`config.mk`:
```
export PLATFORM = sky130hd
export DESIGN_NAME = pot_to_pwm_setting_mapper_flat
export DESIGN_NICKNAME = d
export VERILOG_FILES = /design/src/hw/rtl/ppsm_pkg.sv /design/src/hw/rtl/ppsm_ifs.sv /design/src/hw/rtl/ppsm_div.sv /design/src/hw/rtl/pot_to_pwm_setting_mapper.sv /design/src/flat_wrapper.sv
export VERILOG_INCLUDE_DIRS = /design/src /design/src/hw/rtl
export SDC_FILE = /design/constraint.sdc
export NUM_CORES = 1
export LEC_CHECK = 0
export CAP_MARGIN = 20
export CORE_MARGIN = 1
export CORE_UTILIZATION = 45
export CTS_CLUSTER_DIAMETER = 100
export DETAILED_ROUTE_END_ITERATION = 7
export DONT_BUFFER_PORTS = 1
export SLEW_MARGIN = 20
export SYNTH_ARGS = -nofsm -noshare
export SYNTH_HDL_FRONTEND = slang
export SYNTH_SLANG_ARGS = --single-unit
```
`constraint.sdc`:
```
create_clock -name clk -period 10.6 [get_ports clk]
set_input_delay 0.53 -clock clk [delete_from_list [all_inputs] [get_ports clk]]
set_output_delay 0.53 -clock clk [all_outputs]
set_load 0.02 [all_outputs]
```
`src/hw/rtl/pot_to_pwm_setting_mapper_macros.svh`:
```
// Assertion macros for the pot-to-PWM setting mapper.
// Used by the top level; expects clk and rst_n in scope.
`ifndef POT_TO_PWM_SETTING_MAPPER_MACROS_SVH
`define POT_TO_PWM_SETTING_MAPPER_MACROS_SVH

// ante true -> cons true in the same cycle
`define PPSM_ASSERT_SAME(label, ante, cons, msg) \
    label: assert property (@(posedge clk) disable iff (!rst_n) (ante) |-> (cons)) \
        else $error(msg);

// ante true -> cons true in the next cycle
`define PPSM_ASSERT_NEXT(label, ante, cons, msg) \
    label: assert property (@(posedge clk) disable iff (!rst_n) (ante) |=> (cons)) \
        else $error(msg);

`endif

```
`src/hw/rtl/ppsm_pkg.sv`:
```
// Shared constants for the pot-to-PWM setting mapper.
// No dependencies.
`timescale 1ns / 1ps
`default_nettype none

package ppsm_pkg;

    localparam int SAMPLE_BITS_DEF = 10;

    localparam int CLK_W    = 27;
    localparam int PERIOD_W = 20;
    localparam int PCT_W    = 7;
    localparam int FREQ_W   = 17;
    localparam int MAPQ_W   = 10;   // frequency step index, 0..999
    localparam int MULK_W   = 10;   // width of the mapping multiplier constant

    localparam int FREQ_STEPS = 999;
    localparam int FREQ_UNIT  = 100;
    localparam int PCT_FULL   = 100;

    localparam logic [CLK_W-1:0]    CLOCK_HZ_RST = CLK_W'(15000000);
    localparam logic [FREQ_W-1:0]   FREQ_RST     = FREQ_W'(1000);
    localparam logic [PCT_W-1:0]    PCT_RST      = PCT_W'(50);
    localparam logic [PERIOD_W-1:0] PERIOD_RST   = PERIOD_W'(15000);
    localparam logic [PERIOD_W-1:0] DUTY_RST     = PERIOD_W'(7500);
    localparam logic [PERIOD_W-1:0] PERIOD_MAX   = '1;

    // input opcodes
    localparam logic OP_SAMPLE = 1'b0;
    localparam logic OP_BUTTON = 1'b1;

    // adjust modes
    localparam logic MODE_FREQ = 1'b0;
    localparam logic MODE_DUTY = 1'b1;

    // APB register offsets (bit 2 of the byte address selects the word)
    localparam logic REG_CLOCK_HZ = 1'b0;

endpackage

`default_nettype wire

```
`src/hw/rtl/ppsm_ifs.sv`:
```
// Item channels of the pot-to-PWM setting mapper: command in, settings out.
// Depends on ppsm_pkg.
`timescale 1ns / 1ps
`default_nettype none

interface ppsm_cmd_if
    import ppsm_pkg::*;
#(
    parameter int SAMPLE_BITS = SAMPLE_BITS_DEF
);
    logic                   valid;
    logic                   ready;
    logic                   opcode;
    logic [SAMPLE_BITS-1:0] sample;

    modport source (output valid, output opcode, output sample, input ready);
    modport sink   (input valid, input opcode, input sample, output ready);
endinterface

interface ppsm_rsp_if
    import ppsm_pkg::*;
();
    logic                valid;
    logic                ready;
    logic [PERIOD_W-1:0] period_ticks;
    logic [PERIOD_W-1:0] duty_ticks;
    logic [PCT_W-1:0]    duty_percent;
    logic [FREQ_W-1:0]   frequency_hz;
    logic                adjust_mode;
    logic                updated;

    modport source (output valid, output period_ticks, output duty_ticks,
                    output duty_percent, output frequency_hz, output adjust_mode,
                    output updated, input ready);
    modport sink   (input valid, input period_ticks, input duty_ticks,
                    input duty_percent, input frequency_hz, input adjust_mode,
                    input updated, output ready);
endinterface

`default_nettype wire

```
`src/hw/rtl/ppsm_div.sv`:
```
// Shared restoring divider, one quotient bit per cycle.
// Depends on nothing but its parameters.
`timescale 1ns / 1ps
`default_nettype none

module ppsm_div #(
    parameter int NUM_W = 27,
    parameter int DEN_W = 17
) (
    input  wire logic             clk,
    input  wire logic             rst_n,
    input  wire logic             start,
    input  wire logic [NUM_W-1:0] num,
    input  wire logic [DEN_W-1:0] den,
    output logic      [NUM_W-1:0] quo,
    output logic                  done
);

    localparam int CNT_W = $clog2(NUM_W + 1);

    logic [NUM_W-1:0] num_reg;   // dividend shifts out, quotient shifts in
    logic [DEN_W-1:0] rem_reg;
    logic [DEN_W-1:0] den_reg;
    logic [CNT_W-1:0] cnt_reg;
    logic             busy_reg;
    logic             done_reg;

    logic [DEN_W:0] rem_shift;
    logic [DEN_W:0] rem_sub;
    logic           fits;

    assign rem_shift = {rem_reg, num_reg[NUM_W-1]};
    assign rem_sub   = rem_shift - {1'b0, den_reg};
    assign fits      = (rem_shift >= {1'b0, den_reg});

    always_ff @(posedge clk)
    begin
        if (start)
        begin
            num_reg <= num;
            rem_reg <= '0;
            den_reg <= den;
        end
        else if (busy_reg)
        begin
            num_reg <= {num_reg[NUM_W-2:0], fits};
            rem_reg <= fits ? rem_sub[DEN_W-1:0] : rem_shift[DEN_W-1:0];
        end
    end

    always_ff @(posedge clk or negedge rst_n)
    begin
        if (!rst_n)
        begin
            cnt_reg  <= '0;
            busy_reg <= 1'b0;
            done_reg <= 1'b0;
        end
        else
        begin
            done_reg <= 1'b0;
            if (start)
            begin
                cnt_reg  <= CNT_W'(NUM_W);
                busy_reg <= 1'b1;
            end
            else if (busy_reg)
            begin
                cnt_reg <= cnt_reg - CNT_W'(1);
                if (cnt_reg == CNT_W'(1))
                begin
                    busy_reg <= 1'b0;
                    done_reg <= 1'b1;
                end
            end
        end
    end

    assign quo  = num_reg;
    assign done = done_reg;

endmodule

`default_nettype wire

```
`src/hw/rtl/pot_to_pwm_setting_mapper.sv`:
```
// Sequence: a button press or dropped sample goes straight to S_OUT; a duty change runs
//   the map and duty divisions, a frequency change the map, period and duty divisions.
// Throughput: one item at a time; the single shared bit-serial divider sets the figure,
//   one quotient bit per cycle. A finished result may wait while the next item is taken.
// Reset: asynchronous active-low rst_n restores clock_hz = 15000000, 1000 Hz, 50 %.
`timescale 1ns / 1ps
`default_nettype none
`include "pot_to_pwm_setting_mapper_macros.svh"

// Potentiometer to PWM setting mapper, top level.
// Depends on ppsm_pkg, ppsm_ifs (channels) and ppsm_div.
module pot_to_pwm_setting_mapper
    import ppsm_pkg::*;
#(
    parameter int SAMPLE_BITS = SAMPLE_BITS_DEF
) (
    input  wire logic        clk,
    input  wire logic        rst_n,
    ppsm_cmd_if.sink         cmd,
    ppsm_rsp_if.source       rsp,
    input  wire logic        psel,
    input  wire logic        penable,
    input  wire logic        pwrite,
    input  wire logic [2:0]  paddr,
    input  wire logic [31:0] pwdata,
    output logic      [31:0] prdata,
    output logic             pready
);

    // Divider sizing: numerator covers clock_hz, sample*999 and period*(100-percent);
    // denominator covers frequency and the full-scale sample value.
    localparam int MAP_W = SAMPLE_BITS + MULK_W;
    localparam int NUM_W = (MAP_W > CLK_W) ? MAP_W : CLK_W;
    localparam int DEN_W = (SAMPLE_BITS > FREQ_W) ? SAMPLE_BITS : FREQ_W;
    localparam logic [SAMPLE_BITS-1:0] SAMPLE_MAX = '1;

    // Sequencer
    localparam logic [2:0] S_IDLE  = 3'd0;  // waiting for an item
    localparam logic [2:0] S_MAP   = 3'd1;  // sample -> frequency step or percent
    localparam logic [2:0] S_PLOAD = 3'd2;  // launch clock_hz / frequency
    localparam logic [2:0] S_PER   = 3'd3;  // wait for period
    localparam logic [2:0] S_DLOAD = 3'd4;  // launch period*(100-pct) / 100
    localparam logic [2:0] S_DUTY  = 3'd5;  // wait for duty
    localparam logic [2:0] S_OUT   = 3'd6;  // hand result to the output register

    logic [2:0]             state_reg;
    logic [CLK_W-1:0]       clock_hz_reg;
    logic [SAMPLE_BITS-1:0] last_sample_reg;
    logic                   mode_reg;
    logic [FREQ_W-1:0]      freq_reg;
    logic [PCT_W-1:0]       pct_reg;
    logic [PERIOD_W-1:0]    period_reg;
    logic [PERIOD_W-1:0]    duty_reg;
    logic                   upd_reg;

    // output register
    logic                   rsp_valid_reg;
    logic [PERIOD_W-1:0]    rsp_period_reg;
    logic [PERIOD_W-1:0]    rsp_duty_reg;
    logic [PCT_W-1:0]       rsp_pct_reg;
    logic [FREQ_W-1:0]      rsp_freq_reg;
    logic                   rsp_mode_reg;
    logic                   rsp_upd_reg;

    logic                   cmd_fire;
    logic                   cfg_write;
    logic                   rsp_free;
    logic [SAMPLE_BITS-1:0] s_diff;
    logic                   s_moved;
    logic [MULK_W-1:0]      map_k;
    logic [MAP_W-1:0]       map_prod;
    logic [FREQ_W-1:0]      f_calc;
    logic [PCT_W-1:0]       p_calc;
    logic [PERIOD_W+PCT_W-1:0] duty_prod;
    logic [PERIOD_W-1:0]    period_sat;

    logic                   div_start;
    logic [NUM_W-1:0]       div_num;
    logic [DEN_W-1:0]       div_den;
    logic [NUM_W-1:0]       div_quo;
    logic                   div_done;

    // ---------------- APB configuration ----------------
    assign pready    = 1'b1;
    assign cfg_write = psel && penable && pwrite && pready;
    assign prdata    = (paddr[2] == REG_CLOCK_HZ) ? 32'(clock_hz_reg) : '0;

    always_ff @(posedge clk or negedge rst_n)
    begin
        if (!rst_n)
        begin
            clock_hz_reg <= CLOCK_HZ_RST;
        end
        else if (cfg_write && (paddr[2] == REG_CLOCK_HZ))
        begin
            clock_hz_reg <= pwdata[CLK_W-1:0];
        end
    end

    // ---------------- Datapath helpers ----------------
    assign cmd.ready = (state_reg == S_IDLE);
    assign cmd_fire  = cmd.valid && cmd.ready;
    assign rsp_free  = !rsp_valid_reg || rsp.ready;

    // dead band: a sample must move by more than one code
    assign s_diff  = (cmd.sample > last_sample_reg) ? (cmd.sample - last_sample_reg)
                                                    : (last_sample_reg - cmd.sample);
    assign s_moved = |s_diff[SAMPLE_BITS-1:1];

    assign map_k    = (mode_reg == MODE_DUTY) ? MULK_W'(PCT_FULL) : MULK_W'(FREQ_STEPS);
    assign map_prod = MAP_W'(cmd.sample) * MAP_W'(map_k);

    // divider quotient -> frequency (step+1)*100, or percent
    assign f_calc = (FREQ_W'(div_quo[MAPQ_W-1:0]) + FREQ_W'(1)) * FREQ_W'(FREQ_UNIT);
    assign p_calc = div_quo[PCT_W-1:0];

    assign duty_prod  = (PERIOD_W+PCT_W)'(period_reg) *
                        (PERIOD_W+PCT_W)'(PCT_W'(PCT_FULL) - pct_reg);
    // quotient above the 20-bit field clamps to all ones
    assign period_sat = (|div_quo[NUM_W-1:PERIOD_W]) ? PERIOD_MAX : div_quo[PERIOD_W-1:0];

    // divider operand selection
    always_comb
    begin
        div_start = 1'b0;
        div_num   = NUM_W'(map_prod);
        div_den   = DEN_W'(SAMPLE_MAX);
        case (state_reg)
            S_IDLE:
            begin
                div_start = cmd_fire && (cmd.opcode == OP_SAMPLE) && s_moved;
            end
            S_PLOAD:
            begin
                div_start = 1'b1;
                div_num   = NUM_W'(clock_hz_reg);
                div_den   = DEN_W'(freq_reg);
            end
            S_DLOAD:
            begin
                div_start = 1'b1;
                div_num   = NUM_W'(duty_prod);
                div_den   = DEN_W'(PCT_FULL);
            end
            default:
            begin
                div_start = 1'b0;
            end
        endcase
    end

    ppsm_div #(
        .NUM_W (NUM_W),
        .DEN_W (DEN_W)
    ) u_div (
        .clk   (clk),
        .rst_n (rst_n),
        .start (div_start),
        .num   (div_num),
        .den   (div_den),
        .quo   (div_quo),
        .done  (div_done)
    );

    // ---------------- Sequencer and settings ----------------
    always_ff @(posedge clk or negedge rst_n)
    begin
        if (!rst_n)
        begin
            state_reg       <= S_IDLE;
            last_sample_reg <= '0;
            mode_reg        <= MODE_FREQ;
            freq_reg        <= FREQ_RST;
            pct_reg         <= PCT_RST;
            period_reg      <= PERIOD_RST;
            duty_reg        <= DUTY_RST;
            upd_reg         <= 1'b0;
        end
        else
        begin
            unique case (state_reg)
                S_IDLE:
                begin
                    if (cmd_fire)
                    begin
                        upd_reg <= 1'b0;
                        if (cmd.opcode == OP_BUTTON)
                        begin
                            mode_reg  <= ~mode_reg;
                            state_reg <= S_OUT;
                        end
                        else if (s_moved)
                        begin
                            last_sample_reg <= cmd.sample;
                            state_reg       <= S_MAP;
                        end
                        else
                        begin
                            state_reg <= S_OUT;
                        end
                    end
                end
                S_MAP:
                begin
                    if (div_done)
                    begin
                        if (mode_reg == MODE_FREQ)
                        begin
                            if (f_calc != freq_reg)
                            begin
                                freq_reg  <= f_calc;
                                upd_reg   <= 1'b1;
                                state_reg <= S_PLOAD;
                            end
                            else
                            begin
                                state_reg <= S_OUT;
                            end
                        end
                        else
                        begin
                            if (p_calc != pct_reg)
                            begin
                                pct_reg   <= p_calc;
                                upd_reg   <= 1'b1;
                                state_reg <= S_DLOAD;
                            end
                            else
                            begin
                                state_reg <= S_OUT;
                            end
                        end
                    end
                end
                S_PLOAD:
                begin
                    state_reg <= S_PER;
                end
                S_PER:
                begin
                    if (div_done)
                    begin
                        period_reg <= period_sat;
                        state_reg  <= S_DLOAD;
                    end
                end
                S_DLOAD:
                begin
                    state_reg <= S_DUTY;
                end
                S_DUTY:
                begin
                    if (div_done)
                    begin
                        duty_reg  <= div_quo[PERIOD_W-1:0];
                        state_reg <= S_OUT;
                    end
                end
                S_OUT:
                begin
                    if (rsp_free)
                    begin
                        state_reg <= S_IDLE;
                    end
                end
                default:
                begin
                    state_reg <= S_IDLE;
                end
            endcase
        end
    end

    // ---------------- Output register ----------------
    always_ff @(posedge clk or negedge rst_n)
    begin
        if (!rst_n)
        begin
            rsp_valid_reg <= 1'b0;
        end
        else if ((state_reg == S_OUT) && rsp_free)
        begin
            rsp_valid_reg <= 1'b1;
        end
        else if (rsp.ready)
        begin
            rsp_valid_reg <= 1'b0;
        end
    end

    always_ff @(posedge clk)
    begin
        if ((state_reg == S_OUT) && rsp_free)
        begin
            rsp_period_reg <= period_reg;
            rsp_duty_reg   <= duty_reg;
            rsp_pct_reg    <= pct_reg;
            rsp_freq_reg   <= freq_reg;
            rsp_mode_reg   <= mode_reg;
            rsp_upd_reg    <= upd_reg;
        end
    end

    assign rsp.valid        = rsp_valid_reg;
    assign rsp.period_ticks = rsp_period_reg;
    assign rsp.duty_ticks   = rsp_duty_reg;
    assign rsp.duty_percent = rsp_pct_reg;
    assign rsp.frequency_hz = rsp_freq_reg;
    assign rsp.adjust_mode  = rsp_mode_reg;
    assign rsp.updated      = rsp_upd_reg;

    // ---------------- Assertions ----------------
    // divider results only arrive while the sequencer waits for one
    `PPSM_ASSERT_SAME(a_div_done_state,
        div_done,
        (state_reg == S_MAP) || (state_reg == S_PER) || (state_reg == S_DUTY),
        "divider finished outside a wait state")

    // an accepted item always starts work
    `PPSM_ASSERT_NEXT(a_busy_after_accept,
        cmd_fire,
        state_reg != S_IDLE,
        "sequencer idle right after an accepted item")

    // a finished item must not overwrite a result that is still waiting
    `PPSM_ASSERT_NEXT(a_out_holds,
        (state_reg == S_OUT) && rsp_valid_reg && !rsp.ready,
        (state_reg == S_OUT) && rsp_valid_reg,
        "result dropped while the output was stalled")

endmodule

`default_nettype wire

```
`src/flat_wrapper.sv`:
```
// flat-port wrapper written by rule: the top's interface ports become plain ports
module pot_to_pwm_setting_mapper_flat import ppsm_pkg::*;
#(
    parameter int SAMPLE_BITS = SAMPLE_BITS_DEF
)
  (clk, rst_n, psel, penable, pwrite, paddr, pwdata, prdata, pready, cmd_valid, cmd_opcode, cmd_sample, cmd_ready, rsp_valid, rsp_period_ticks, rsp_duty_ticks, rsp_duty_percent, rsp_frequency_hz, rsp_adjust_mode, rsp_updated, rsp_ready);
  ppsm_cmd_if #(.SAMPLE_BITS(SAMPLE_BITS)) cmd_i ();
  ppsm_rsp_if rsp_i ();
  input  wire logic clk;
  input  wire logic rst_n;
  input  wire logic psel;
  input  wire logic penable;
  input  wire logic pwrite;
  input  wire logic [2:0] paddr;
  input  wire logic [31:0] pwdata;
  output logic      [31:0] prdata;
  output logic pready;
  input wire logic [$bits(cmd_i.valid)-1:0] cmd_valid;
  input wire logic [$bits(cmd_i.opcode)-1:0] cmd_opcode;
  input wire logic [$bits(cmd_i.sample)-1:0] cmd_sample;
  output wire logic [$bits(cmd_i.ready)-1:0] cmd_ready;
  output wire logic [$bits(rsp_i.valid)-1:0] rsp_valid;
  output wire logic [$bits(rsp_i.period_ticks)-1:0] rsp_period_ticks;
  output wire logic [$bits(rsp_i.duty_ticks)-1:0] rsp_duty_ticks;
  output wire logic [$bits(rsp_i.duty_percent)-1:0] rsp_duty_percent;
  output wire logic [$bits(rsp_i.frequency_hz)-1:0] rsp_frequency_hz;
  output wire logic [$bits(rsp_i.adjust_mode)-1:0] rsp_adjust_mode;
  output wire logic [$bits(rsp_i.updated)-1:0] rsp_updated;
  input wire logic [$bits(rsp_i.ready)-1:0] rsp_ready;
  assign cmd_i.valid = cmd_valid;
  assign cmd_i.opcode = cmd_opcode;
  assign cmd_i.sample = cmd_sample;
  assign cmd_ready = cmd_i.ready;
  assign rsp_valid = rsp_i.valid;
  assign rsp_period_ticks = rsp_i.period_ticks;
  assign rsp_duty_ticks = rsp_i.duty_ticks;
  assign rsp_duty_percent = rsp_i.duty_percent;
  assign rsp_frequency_hz = rsp_i.frequency_hz;
  assign rsp_adjust_mode = rsp_i.adjust_mode;
  assign rsp_updated = rsp_i.updated;
  assign rsp_i.ready = rsp_ready;
  pot_to_pwm_setting_mapper #(.SAMPLE_BITS(SAMPLE_BITS)) u_core (.clk(clk), .rst_n(rst_n), .cmd(cmd_i), .rsp(rsp_i), .psel(psel), .penable(penable), .pwrite(pwrite), .paddr(paddr), .pwdata(pwdata), .prdata(prdata), .pready(pready));
endmodule
```
Yosys cells after proc, flatten, opt, wreduce, memory -nomap -nowiden
Index checks and enable logic that the tools add are counted.
Word-level totals
  output and inout bits: 101
  word-level logic and storage cells: 113
  register bits: 237
  bits of input ports: 53
Operators by class
  eq/ne operators: 16
  multiply operators: 3
  reduce and logical (&&, ||, !) cells: 24
  bitwise logic cells: 3
  add/subtract/negate cells: 6
  muxes and demuxes: 37
  magnitude comparators: 2
Operator list (number)
  $mux W27: 3
  $pmux W27 S2: 1
  $pmux W17 S2: 1
  $mul A20 B27 Y27: 1
  $mux W3: 9
  $pmux W3 S7: 1
  $mul A10 B10 Y20: 1
  $mux W10: 2
  $mux W20: 1
  $sub A10 B10 Y10: 2
  $ge A18 B17 Y1: 1
  $mul A17 B5 Y15 const B: 1
  $mux W17: 1
  $sub A17 B17 Y17: 1
  $ne A15 B15 Y1: 1
  $mux W1: 13
  $reduce_and A4 Y1: 3
  $add A10 B1 Y11 const B: 1
  $gt A10 B10 Y1: 1
  $mux W5: 2
  $reduce_and A5 Y1: 2
  $eq A3 B3 Y1 const B: 3
  $reduce_or A9 Y1: 1
  $ne A2 B2 Y1 const B: 4
  other kinds (21): 34

Longest topological paths before layout
Gate-level depths: netlist of the first run.
  word-level depth: 7
  gate-level depth with buffers: 32
  mapped depth without buffers: 30

Cells and area by module
Synthesis of the first run repeated with hierarchy kept, for this count alone.
Second synthesis, totals
  cells, all modules: 2009
  area total of the unflattened synthesis: 20647.3 sq um
Modules (own cells, without submodules)
  pot_to_pwm_setting_mapper: seq. area each 4590.7 sq um, cells each 1668, instances 1, area an instance 16843.7 sq um
  ppsm_div: seq. area each 1836.8 sq um, cells each 341, instances 1, area an instance 3803.6 sq um

Least setup slack after synthesis of the first run
No wires, ideal clock.
  path kind: reg2reg
  start point: register u_core.pct_reg[1]
  end point: register u_core.u_div.num_reg[22], in the netlist u_core.u_div.quo[22], data pin
  path buffers: 2
  period minus slack after synthesis: 7.721 ns
  arrival time: 7.460 ns
  data required time: 10.340 ns
  path slack: 2.879 ns
  library setup time: 0.260 ns
  stages on the path, launching flop included: 26
  cell sequence: dfstp_2 -> o21ai_0 -> nand2_1 -> and3_1 -> clkbuf_1 -> clkbuf_1 -> nand2_1 -> fa_1 -> fa_1 -> fa_1 -> inv_1 -> fa_1 -> fa_1 -> fa_1 -> inv_1 -> fa_1 -> inv_1 -> ha_1 -> a21oi_1 -> o21bai_1 -> nor4_1 -> o21ai_0 -> o211ai_1 -> xor2_1 -> o21ai_0 -> mux2_4
Between the ends
  longest elaborated chain between the ends: 4
Ends and longest elaborated chain
  from (decl): RTL line pot_to_pwm_setting_mapper.sv:51  | logic [PCT_W-1:0] pct_reg;
  from (signal assigned): RTL line pot_to_pwm_setting_mapper.sv:224  | pct_reg <= p_calc;
  $sub A7 B7 Y8: RTL line pot_to_pwm_setting_mapper.sv:118  | (PERIOD_W+PCT_W)'(PCT_W'(PCT_FULL) - pct_reg);
  $mul A20 B27 Y27: RTL line pot_to_pwm_setting_mapper.sv:117  | assign duty_prod = (PERIOD_W+PCT_W)'(period_reg) *
  $pmux W27 S2: RTL line pot_to_pwm_setting_mapper.sv:128  | case (state_reg)
  $mux W27: RTL line ppsm_div.sv:38  | if (start)
  to (signal assigned): RTL line ppsm_div.sv:40  | num_reg <= num;
  to (signal assigned): RTL line ppsm_div.sv:46  | num_reg <= {num_reg[NUM_W-2:0], fits};
  to (decl): RTL line ppsm_div.sv:21  | logic [NUM_W-1:0] num_reg;
Every way passes these cells.
A chain may end at the register's enable or synchronous reset.

Worst setup path after layout of the first run
  start point: register u_core.pct_reg[0]
  end point: register u_core.u_div.num_reg[26], in the netlist u_core.u_div.quo[26], data pin
The elaborated chain is that of the path after synthesis.

==> results by group, run 1 <==
Place
  • Dpl ws: 1.86 ns
  • IO Port Bufs: 0
  • RD Place Congestion: roughly 0.84
  • Hpwl dp: 41.6 mm

Clocking
  • Post-cts sizing count: 0
  • CTS H-tree lvls: 1
  • CTS tree: done
  • Clock Path Buffers: 3
  • Clk Latency, worst-skew pair: 0.59 ns
  • CTS root buf: clkbuf_16
  • Clock slew seen by the registers of the worst setup and hold paths: 0.06 ns
  • Cts bufs inserted: 28
  • Clock Sinks: 236

Hold path
  • Hold path startpoint: cmd_sample[9]
  • Hold endpoint: u_core.last_sample_reg[9]$_DFFE_PN0P_
  • Worst hold path class: in -> reg
  • Hold Path Cell Cnt: 2

Final layout
  • Ant diodes: 0
  • Nets: 2717
  • Area Overhead vs Synth: 7.39%
  • Register area: 6400 um^2
  • # fillers: 4619
  • Share of cells above drive strength 1: 8.90%
  • Area of the multi-input gates: 14600 um^2

Floorplan
  • Initial Utilization: 45.5%
  • Io pins: around 150
  • Die area: slightly above 50000 um^2
  • Die H: 227 um
  • Core Area: between 40000 and 50000 um^2
  • Die Width: 227 um
  • FP Rows: 82

Detailed routing
  • Vias post-DR: 15700
  • DR iter-0 viols: just over 900
  • Final wirelength: 53.4 mm
  • Max layer used: met4
  • Vias per cell: about 5.4
  • DR WL/cell: 18.4 um
  • Routed wl met2: 24.7 mm
  • Final ANT Viol Nets: 0
  • 1st-pass router iterations: 5
  • Met1 WL: ~24 mm
  • Post-route DRC violation count: 0
  • DR WL met3: 3.27 mm

Timing
  • Worst setup margin: 1.82 ns
  • Final Hold Violating Endpoints: 0
  • Max_slew headroom: 32.0%
  • Fmax: roughly 0.11 GHz
  • Final Skew: 0.0175 ns
  • Setup TNS: 0 ns
  • Worst-Margin Slew: just over 1 ns
  • Min Tclk post-route: ~9 ns
  • Fin crit share: between 80% and 90%
  • Slew Viols, Final: 0
  • RSZ-0062 raised after global routing: false
  • Setup violators final: 0

Power and ir drop
  • Total net switching power: 0.896 mW
  • Int Pwr: 1.94 mW
  • Sequential share of power: 35.6%
  • Pwr dens: 116 nW/um^2
  • Logic gate share of total power: between 20 and 30%
  • Clock network power share: 35.9%
  • Leak: 11.2 nW
  • Net Sw Frac: a little under a third
  • Worst VDD drop: 149 uV

Synthesis
  • Synth top cells by count: inv_1 (359), fa_1 (236), ha_1 (225), nand2_1 (158), edfxtp_1 (107)
  • Post-Syn Area per Cell: 10.2 um^2
  • Seq/Total Area, Yosys: 28.1%
  • Post-synthesis async set-or-reset flop share: 47.5%
  • Cell Area, Synth: 22700 um^2
  • Synthesized flop and latch total: ~240
  • Syn. warnings: 0
  • Largest area contributor in the netlist: fa_1
  • Number of synthesized flops with an enable pin: approximately 110
  • Synth top area share: 20.8%
  • Syn Inst Count: 2233
  • Count leader, synth: inv_1
  • Primary FF master, synth: edfxtp_1
  • Cell variety after synth: 76
  • Top post-synthesis cells by area: fa_1 (21%), edfxtp_1 (14%), ha_1 (12%), dfrtp_1 (8.7%), inv_1 (5.9%)

Critical path
  • Arrival time of the worst setup path: 9.08 ns
  • R2r startpoint: u_core.pct_reg[0]$_DFFE_PN0P_
  • Cells along the critical path: buf_4 -> o21ai_0 -> nand2_1 -> and3_1 -> nand2_1 -> fa_1 -> fa_1 -> fa_1 -> inv_1 -> fa_1 -> fa_1 -> fa_1 -> inv_1 -> fa_1 -> inv_1 -> ha_1 -> a21oi_1 -> o21bai_1 -> nor4_1 -> o21ai_0 -> o211ai_1 -> o21ai_0 -> xnor2_1 -> o221ai_1
  • Setup Crit Path Kind: reg -> reg
  • Cell repeated most along the worst path: fa_1
  • Crit path largest cell delay: 0.75 ns
  • Reg2reg setup slack: 1.82 ns
  • Worst reg2reg path depth: 24
  • Setup crit start kind: flip-flop
  • CP Max Fanout: 24
  • Crit path max-delay family: adder cells
  • CP Capture Type: flip-flop
  • Slowest cell on crit path: fa_1
  • Crit path buffers/inverters: 4
  • CP required: 10.90 ns
  • Worst R2R End: u_core.u_div.quo[26]$_DFFE_PP_

Job
  • Max-cap violations: 0

Run status
  • Status: finished, final reports clean

Global route
  • Number of global-route vias before repair: 16400
  • Largest net degree at the start of global routing: 113
  • First-pass GRT wire length: 88.5 mm
  • GRT Util Overall: 22.0%
  • Antenna violations before repair: 1
  • Global route overflow: 0
==> logic make-up (layout without fill, tap and decap cells) <==
group           count (synthesis)  in the layout  share of synthesized area, %
flops                         236            236                          28.1
simple gates                  538            538                          11.8
xor+xnor                      133            133                          5.25
fa+ha+maj                     466            466                          33.4
compound gates                321            321                          9.48
mux                            87             87                          4.25
buf+inv                       450            436                          7.69
other cells                     2              8                        0.0330
==> cell type report <==
| type | instances | area share [%] |
|---|---|---|
| clock buffer | 36 | 3.17 |
| clock inverter | 16 | 0.861 |
| inverter | 359 | 5.52 |
| multi-input combinational | 1553 | 59.9 |
| sequential | 236 | 26.2 |
| tap | 672 | 3.44 |
| timing repair buffer | 25 | 0.892 |
==> worst reg2reg max path: stages, from the launching register on <==
cell,delay [ns]
dfrtp_1,0.33
buf_4,0.29
o21ai_0,0.22
nand2_1,0.14
and3_1,0.71
nand2_1,0.26
fa_1,0.69
fa_1,0.50
fa_1,0.75
inv_1,0.35
fa_1,0.64
fa_1,0.44
fa_1,0.54
inv_1,0.05
fa_1,0.50
inv_1,0.04
ha_1,0.34
a21oi_1,0.24
o21bai_1,0.14
nor4_1,0.40
o21ai_0,0.16
o211ai_1,0.20
o21ai_0,0.19
xnor2_1,0.23
o221ai_1,0.14
==> placed cells by master, fill, tap and decap left out, types with 25 or more instances in the layout <==
cell / synthesis / final
inv_1: 359 / 359
fa_1: 236 / 236
ha_1: 225 / 225
nand2_1: 158 / 158
edfxtp_1: 107 / 107
nor2_1: 94 / 94
and2_1: 91 / 92
dfrtp_1: 79 / 79
a21oi_1: 78 / 77
xnor2_1: 76 / 76
o21ai_0: 74 / 74
mux2_2: 73 / 73
xor2_1: 55 / 55
nor3_1: 39 / 38
nor2b_1: 37 / 37
dfstp_2: 33 / 33
nand3_1: 32 / 32
clkbuf_16: 0 / 30
nand2b_1: 27 / 26
o22a_1: 25 / 25
==> power by group through the flow <==
| stage | combinational, mW | clock, mW | sequential, mW |
|---|---|---|---|
| after floorplan | 0.653 | 0 | 1.01 |
| after global placement | 0.786 | 0 | 1.02 |
| after detailed placement | 0.798 | 0 | 1.03 |
| after CTS | 0.819 | 1.04 | 1.01 |
| after global routing | 0.921 | 1.07 | 1.01 |
| final | 0.807 | 1.02 | 1.01 |
==> what timing repair did <==
item | in CTS | in global routing
buffers inserted | 0 | 0
hold buffers | 2 | 0
hold endpoints to repair | 112 | 0
==> worst max path at each step <==
stage | from | endpoint | slack (ns) | depth (start not counted)
global placement | u_core.pct_reg[0]$_DFFE_PN0P_ | u_core.u_div.quo[26]$_DFFE_PP_ | 2.02 | 24
CTS | u_core.pct_reg[0]$_DFFE_PN0P_ | u_core.u_div.quo[26]$_DFFE_PP_ | 1.78 | 24
global route | u_core.pct_reg[0]$_DFFE_PN0P_ | u_core.u_div.quo[26]$_DFFE_PP_ | 1.20 | 24
detailed placement | u_core.pct_reg[0]$_DFFE_PN0P_ | u_core.u_div.quo[26]$_DFFE_PP_ | 1.86 | 24
floorplan | u_core.pct_reg[1]$_DFFE_PN1P_ | u_core.u_div.quo[22]$_DFFE_PP_ | 2.88 | 25
finish | u_core.pct_reg[0]$_DFFE_PN0P_ | u_core.u_div.quo[26]$_DFFE_PP_ | 1.82 | 24
==> routing by layer <==
metal  GRT usage, %  vias up
met4           4.93        0
li1               -     7323
met5              0        -
met1           30.9     7890
met3           2.97       65
met2           35.9      407
==> stage by stage <==
stage | utilization [%] | std cells | hold WS [ns] | cell area, um^2 | total power [mW]
6_report | 48.9 | 2897 | 0.0692 | 24400 | 2.83
3_5_place_dp | 46.8 | 2842 | 0.242 | 23400 | 1.82
3_3_place_gp | 46.8 | 2842 | 0.241 | 23400 | 1.81
5_1_grt | 48.9 | 2897 | 0.0614 | 24400 | 3.01
2_1_floorplan | - | 2239 | 0.234 | 22800 | 1.66
4_1_cts | 48.8 | 2896 | 0.0342 | 24400 | 2.87
No activity file was read; power rests on OpenSTA's default activity.
==> run 2, diff against run 1 <==
clock period = 8.9 ns   (was 10.6 ns; I/O delays follow)
==> results by group, run 2 (synthesis results as in run 1) <==
Run status
  • Status: finished, final reports clean

Detailed routing
  • DR iter-0 viols: 849 (-8.6%)
  • 1st-pass router iterations: 7 (+2)
  • Vias per cell: 5.39 (-0.38%)
  • Vias post-DR: 15800 (+0.96%)
  • DR WL/cell: 18.3 um (-0.92%)
  • Final wirelength: 53.6 mm (+0.42%)
  • Post-route DRC violation count: 0 (unchanged)
  • Final ANT Viol Nets: 0 (unchanged)

Final layout
  • Ant diodes: 0 (unchanged)
  • Commonest non-fill, non-tap cell in the layout: inv_1
  • Area Overhead vs Synth: 8.97%
  • Final Util: 49.6% (+0.72 points)
  • Share of cells above drive strength 1: 8.88% (-0.021 points)
  • Final non-filler cell area: 24800 um^2 (+1.5%)
  • Nets: 2756 (+1.4%)
  • Commonest non-fill, non-tap cells in the layout: inv_1 (359), fa_1 (236), ha_1 (225)
  • # fillers: 4645 (+0.56%)

Place
  • Area after DPL: 23400 um^2 (about the same)
  • RD Place Congestion: 0.856 (+1.7%)
  • Hpwl dp: 41.1 mm (-1.1%)
  • IO Port Bufs: 0 (unchanged)

Power and ir drop
  • Worst VDD drop: 163 uV (+9.6%)
  • Total power: 3.36 mW (+19%)
  • Pwr dens: 136 nW/um^2 (+17%)
  • Leak: 11.4 nW (+1.4%)

Timing
  • Fin crit share: 92.7% (+9.9 points)
  • Worst-Margin Slew: 1.09 ns (+0.0682 ns)
  • Min Tclk post-route: 8.25 ns (-0.526 ns)
  • Max_slew headroom: 27.4% (-4.6 points)
  • RSZ-0062 raised after global routing: false
  • Setup violators final: 0 (unchanged)
  • Setup TNS: 0 ns (unchanged)
  • Final Skew: 0.0318 ns (+0.0143 ns)
  • Slew Viols, Final: 0 (unchanged)
  • Fmax: 0.121 GHz (+6.4%)
  • Final Hold Violating Endpoints: 0 (unchanged)

Clocking
  • Clock Sinks: 236 (unchanged)
  • Clk Latency, worst-skew pair: 0.59 ns (about the same)
  • Clock slew seen by the registers of the worst setup and hold paths: 0.06 ns (about the same)
  • CTS tree: done
  • CTS root buf: clkbuf_16
  • Clock Path Buffers: 3 (unchanged)
  • Setup bufs post-CTS: 0 (unchanged)
  • CTS H-tree lvls: 1 (unchanged)
  • Cts bufs inserted: 28 (unchanged)

Critical path
  • Setup Crit Path Kind: reg -> reg
  • Setup crit start kind: flip-flop
  • Cells along the critical path: o21ai_0 -> nand2_1 -> and3_1 -> buf_4 -> nand2_1 -> fa_1 -> fa_1 -> fa_1 -> inv_1 -> fa_1 -> fa_1 -> fa_1 -> inv_1 -> fa_1 -> inv_1 -> ha_1 -> a21oi_1 -> o21bai_1 -> nor4_1 -> o21ai_0 -> o211ai_1 -> o21ai_0 -> xnor2_1 -> o221ai_1
  • CP Max Fanout: 17 (-29%)
  • Crit path max-delay family: adder cells
  • Arrival time of the worst setup path: 8.55 ns (-0.53 ns)
  • Cell repeated most along the worst path: fa_1
  • CP Capture Type: flip-flop
  • Crit path buffers/inverters: 4 (unchanged)
  • CP required: 9.19 ns (-1.71 ns)
  • Crit path largest cell delay: 0.76 ns (about the same)
  • Slowest cell on crit path: fa_1

Global route
  • GRT Util Overall: 21.9% (-0.035 points)
  • Number of global-route vias before repair: 16600 (+0.99%)
  • Antenna violations before repair: 4 (+3)
  • Largest net degree at the start of global routing: 113 (unchanged)
  • First-pass GRT wire length: 88.3 mm (-0.16%)
  • Global route overflow: 0 (unchanged)

Job
  • Max-cap violations: 0 (unchanged)

Floorplan
  • Io pins: 154 (unchanged)
  • Die Width: 227 um (unchanged)
  • Core Area: 50000 um^2 (unchanged)
  • Die area: 51400 um^2 (unchanged)
  • FP Rows: 82 (unchanged)
  • Initial Utilization: 45.5% (unchanged)
  • Die H: 227 um (unchanged)

Hold path
  • Worst hold path class: in -> reg
==> run 2: changes by cell type in the layout (fill, tap and decap cells not counted), sizes merged <==
cell,delta
dlygate4sd3,+38
clkinv,+4
clkbuf,-3
buf,+1
inv,-1
==> run 2: worst register-to-register path: stages (launching register included) <==
cell	delay, ns
dfstp_2	0.56
o21ai_0	0.13
nand2_1	0.13
and3_1	0.36
buf_4	0.30
nand2_1	0.13
fa_1	0.46
fa_1	0.54
fa_1	0.76
inv_1	0.37
fa_1	0.65
fa_1	0.44
fa_1	0.55
inv_1	0.05
fa_1	0.50
inv_1	0.04
ha_1	0.33
a21oi_1	0.22
o21bai_1	0.13
nor4_1	0.43
o21ai_0	0.17
o211ai_1	0.18
o21ai_0	0.16
xnor2_1	0.22
o221ai_1	0.14
==> run 2: final cells by class <==
cell class              instances  area [um^2]  share of cell area (%)
clock buffers                  33          729                    2.94
inverters                     359         1350                    5.44
clock inverters                19          225                   0.909
multi-input cells            1553        14600                    59.0
flip-flops and latches        236         6400                    25.8
repair buffers                 64          606                    2.44
well taps                     672          841                    3.39
==> run 2: timing repair <==
action / CTS / global route
hold endpoints to repair: 150 / 0
hold buffers: 40 / 0
resized for setup: 0 / 0
==> run 2: per-stage QoR <==
stage	std cells	worst slack, ns	hold WS (ns)
finish	2936	0.647	0.102
global route	2936	0.155	0.0872
CTS	2936	0.621	0.0725
detailed placement	2844	0.694	0.157
global placement	2843	0.848	0.157
floorplan	2239	1.18	0.149
==> run 2: power by group <==
part / leakage, nW / internal (mW) / switching, mW
Sequential: 2.27 / 1.17 / 0.0354
Clock: 0.466 / 0.684 / 0.503
Combinational: 8.65 / 0.438 / 0.534
Total: 11.4 / 2.29 / 1.07
==> run 2: routing by layer <==
metal / wire length [um] / up-vias / GRT usage [%] / part of all wire, %
li1: - / 7396 / - / -
met1: 24400 / 8004 / 30.5 / 46
met2: 25100 / 366 / 36.0 / 47
met3: 2980 / 67 / 3.51 / 5.6
met4: 1110 / 2 / 4.77 / 2.1
met5: 13 / - / 0 / 0.024
==> run 2: worst paths after layout <==
kind,cells past startpoint,start,endpoint,slack [ns]
hold reg to reg,0,u_core.duty_reg[13]$_DFFE_PN0P_,u_core.rsp.duty_ticks[13]$_DFFE_PP_,0.44
min in group asynchronous,2,rst_n,u_core.freq_reg[4]$_DFFE_PN0P_,0.51
max in group asynchronous,2,rst_n,u_core.clock_hz_reg[24]$_DFFE_PN0P_,7.85
hold / removal,2,rsp_ready,u_core.rsp.valid$_DFFE_PN0P_,0.10
setup reg to reg,24,u_core.pct_reg[1]$_DFFE_PN1P_,u_core.u_div.quo[26]$_DFFE_PP_,0.65
setup / recovery,24,u_core.pct_reg[1]$_DFFE_PN1P_,u_core.u_div.quo[26]$_DFFE_PP_,0.65
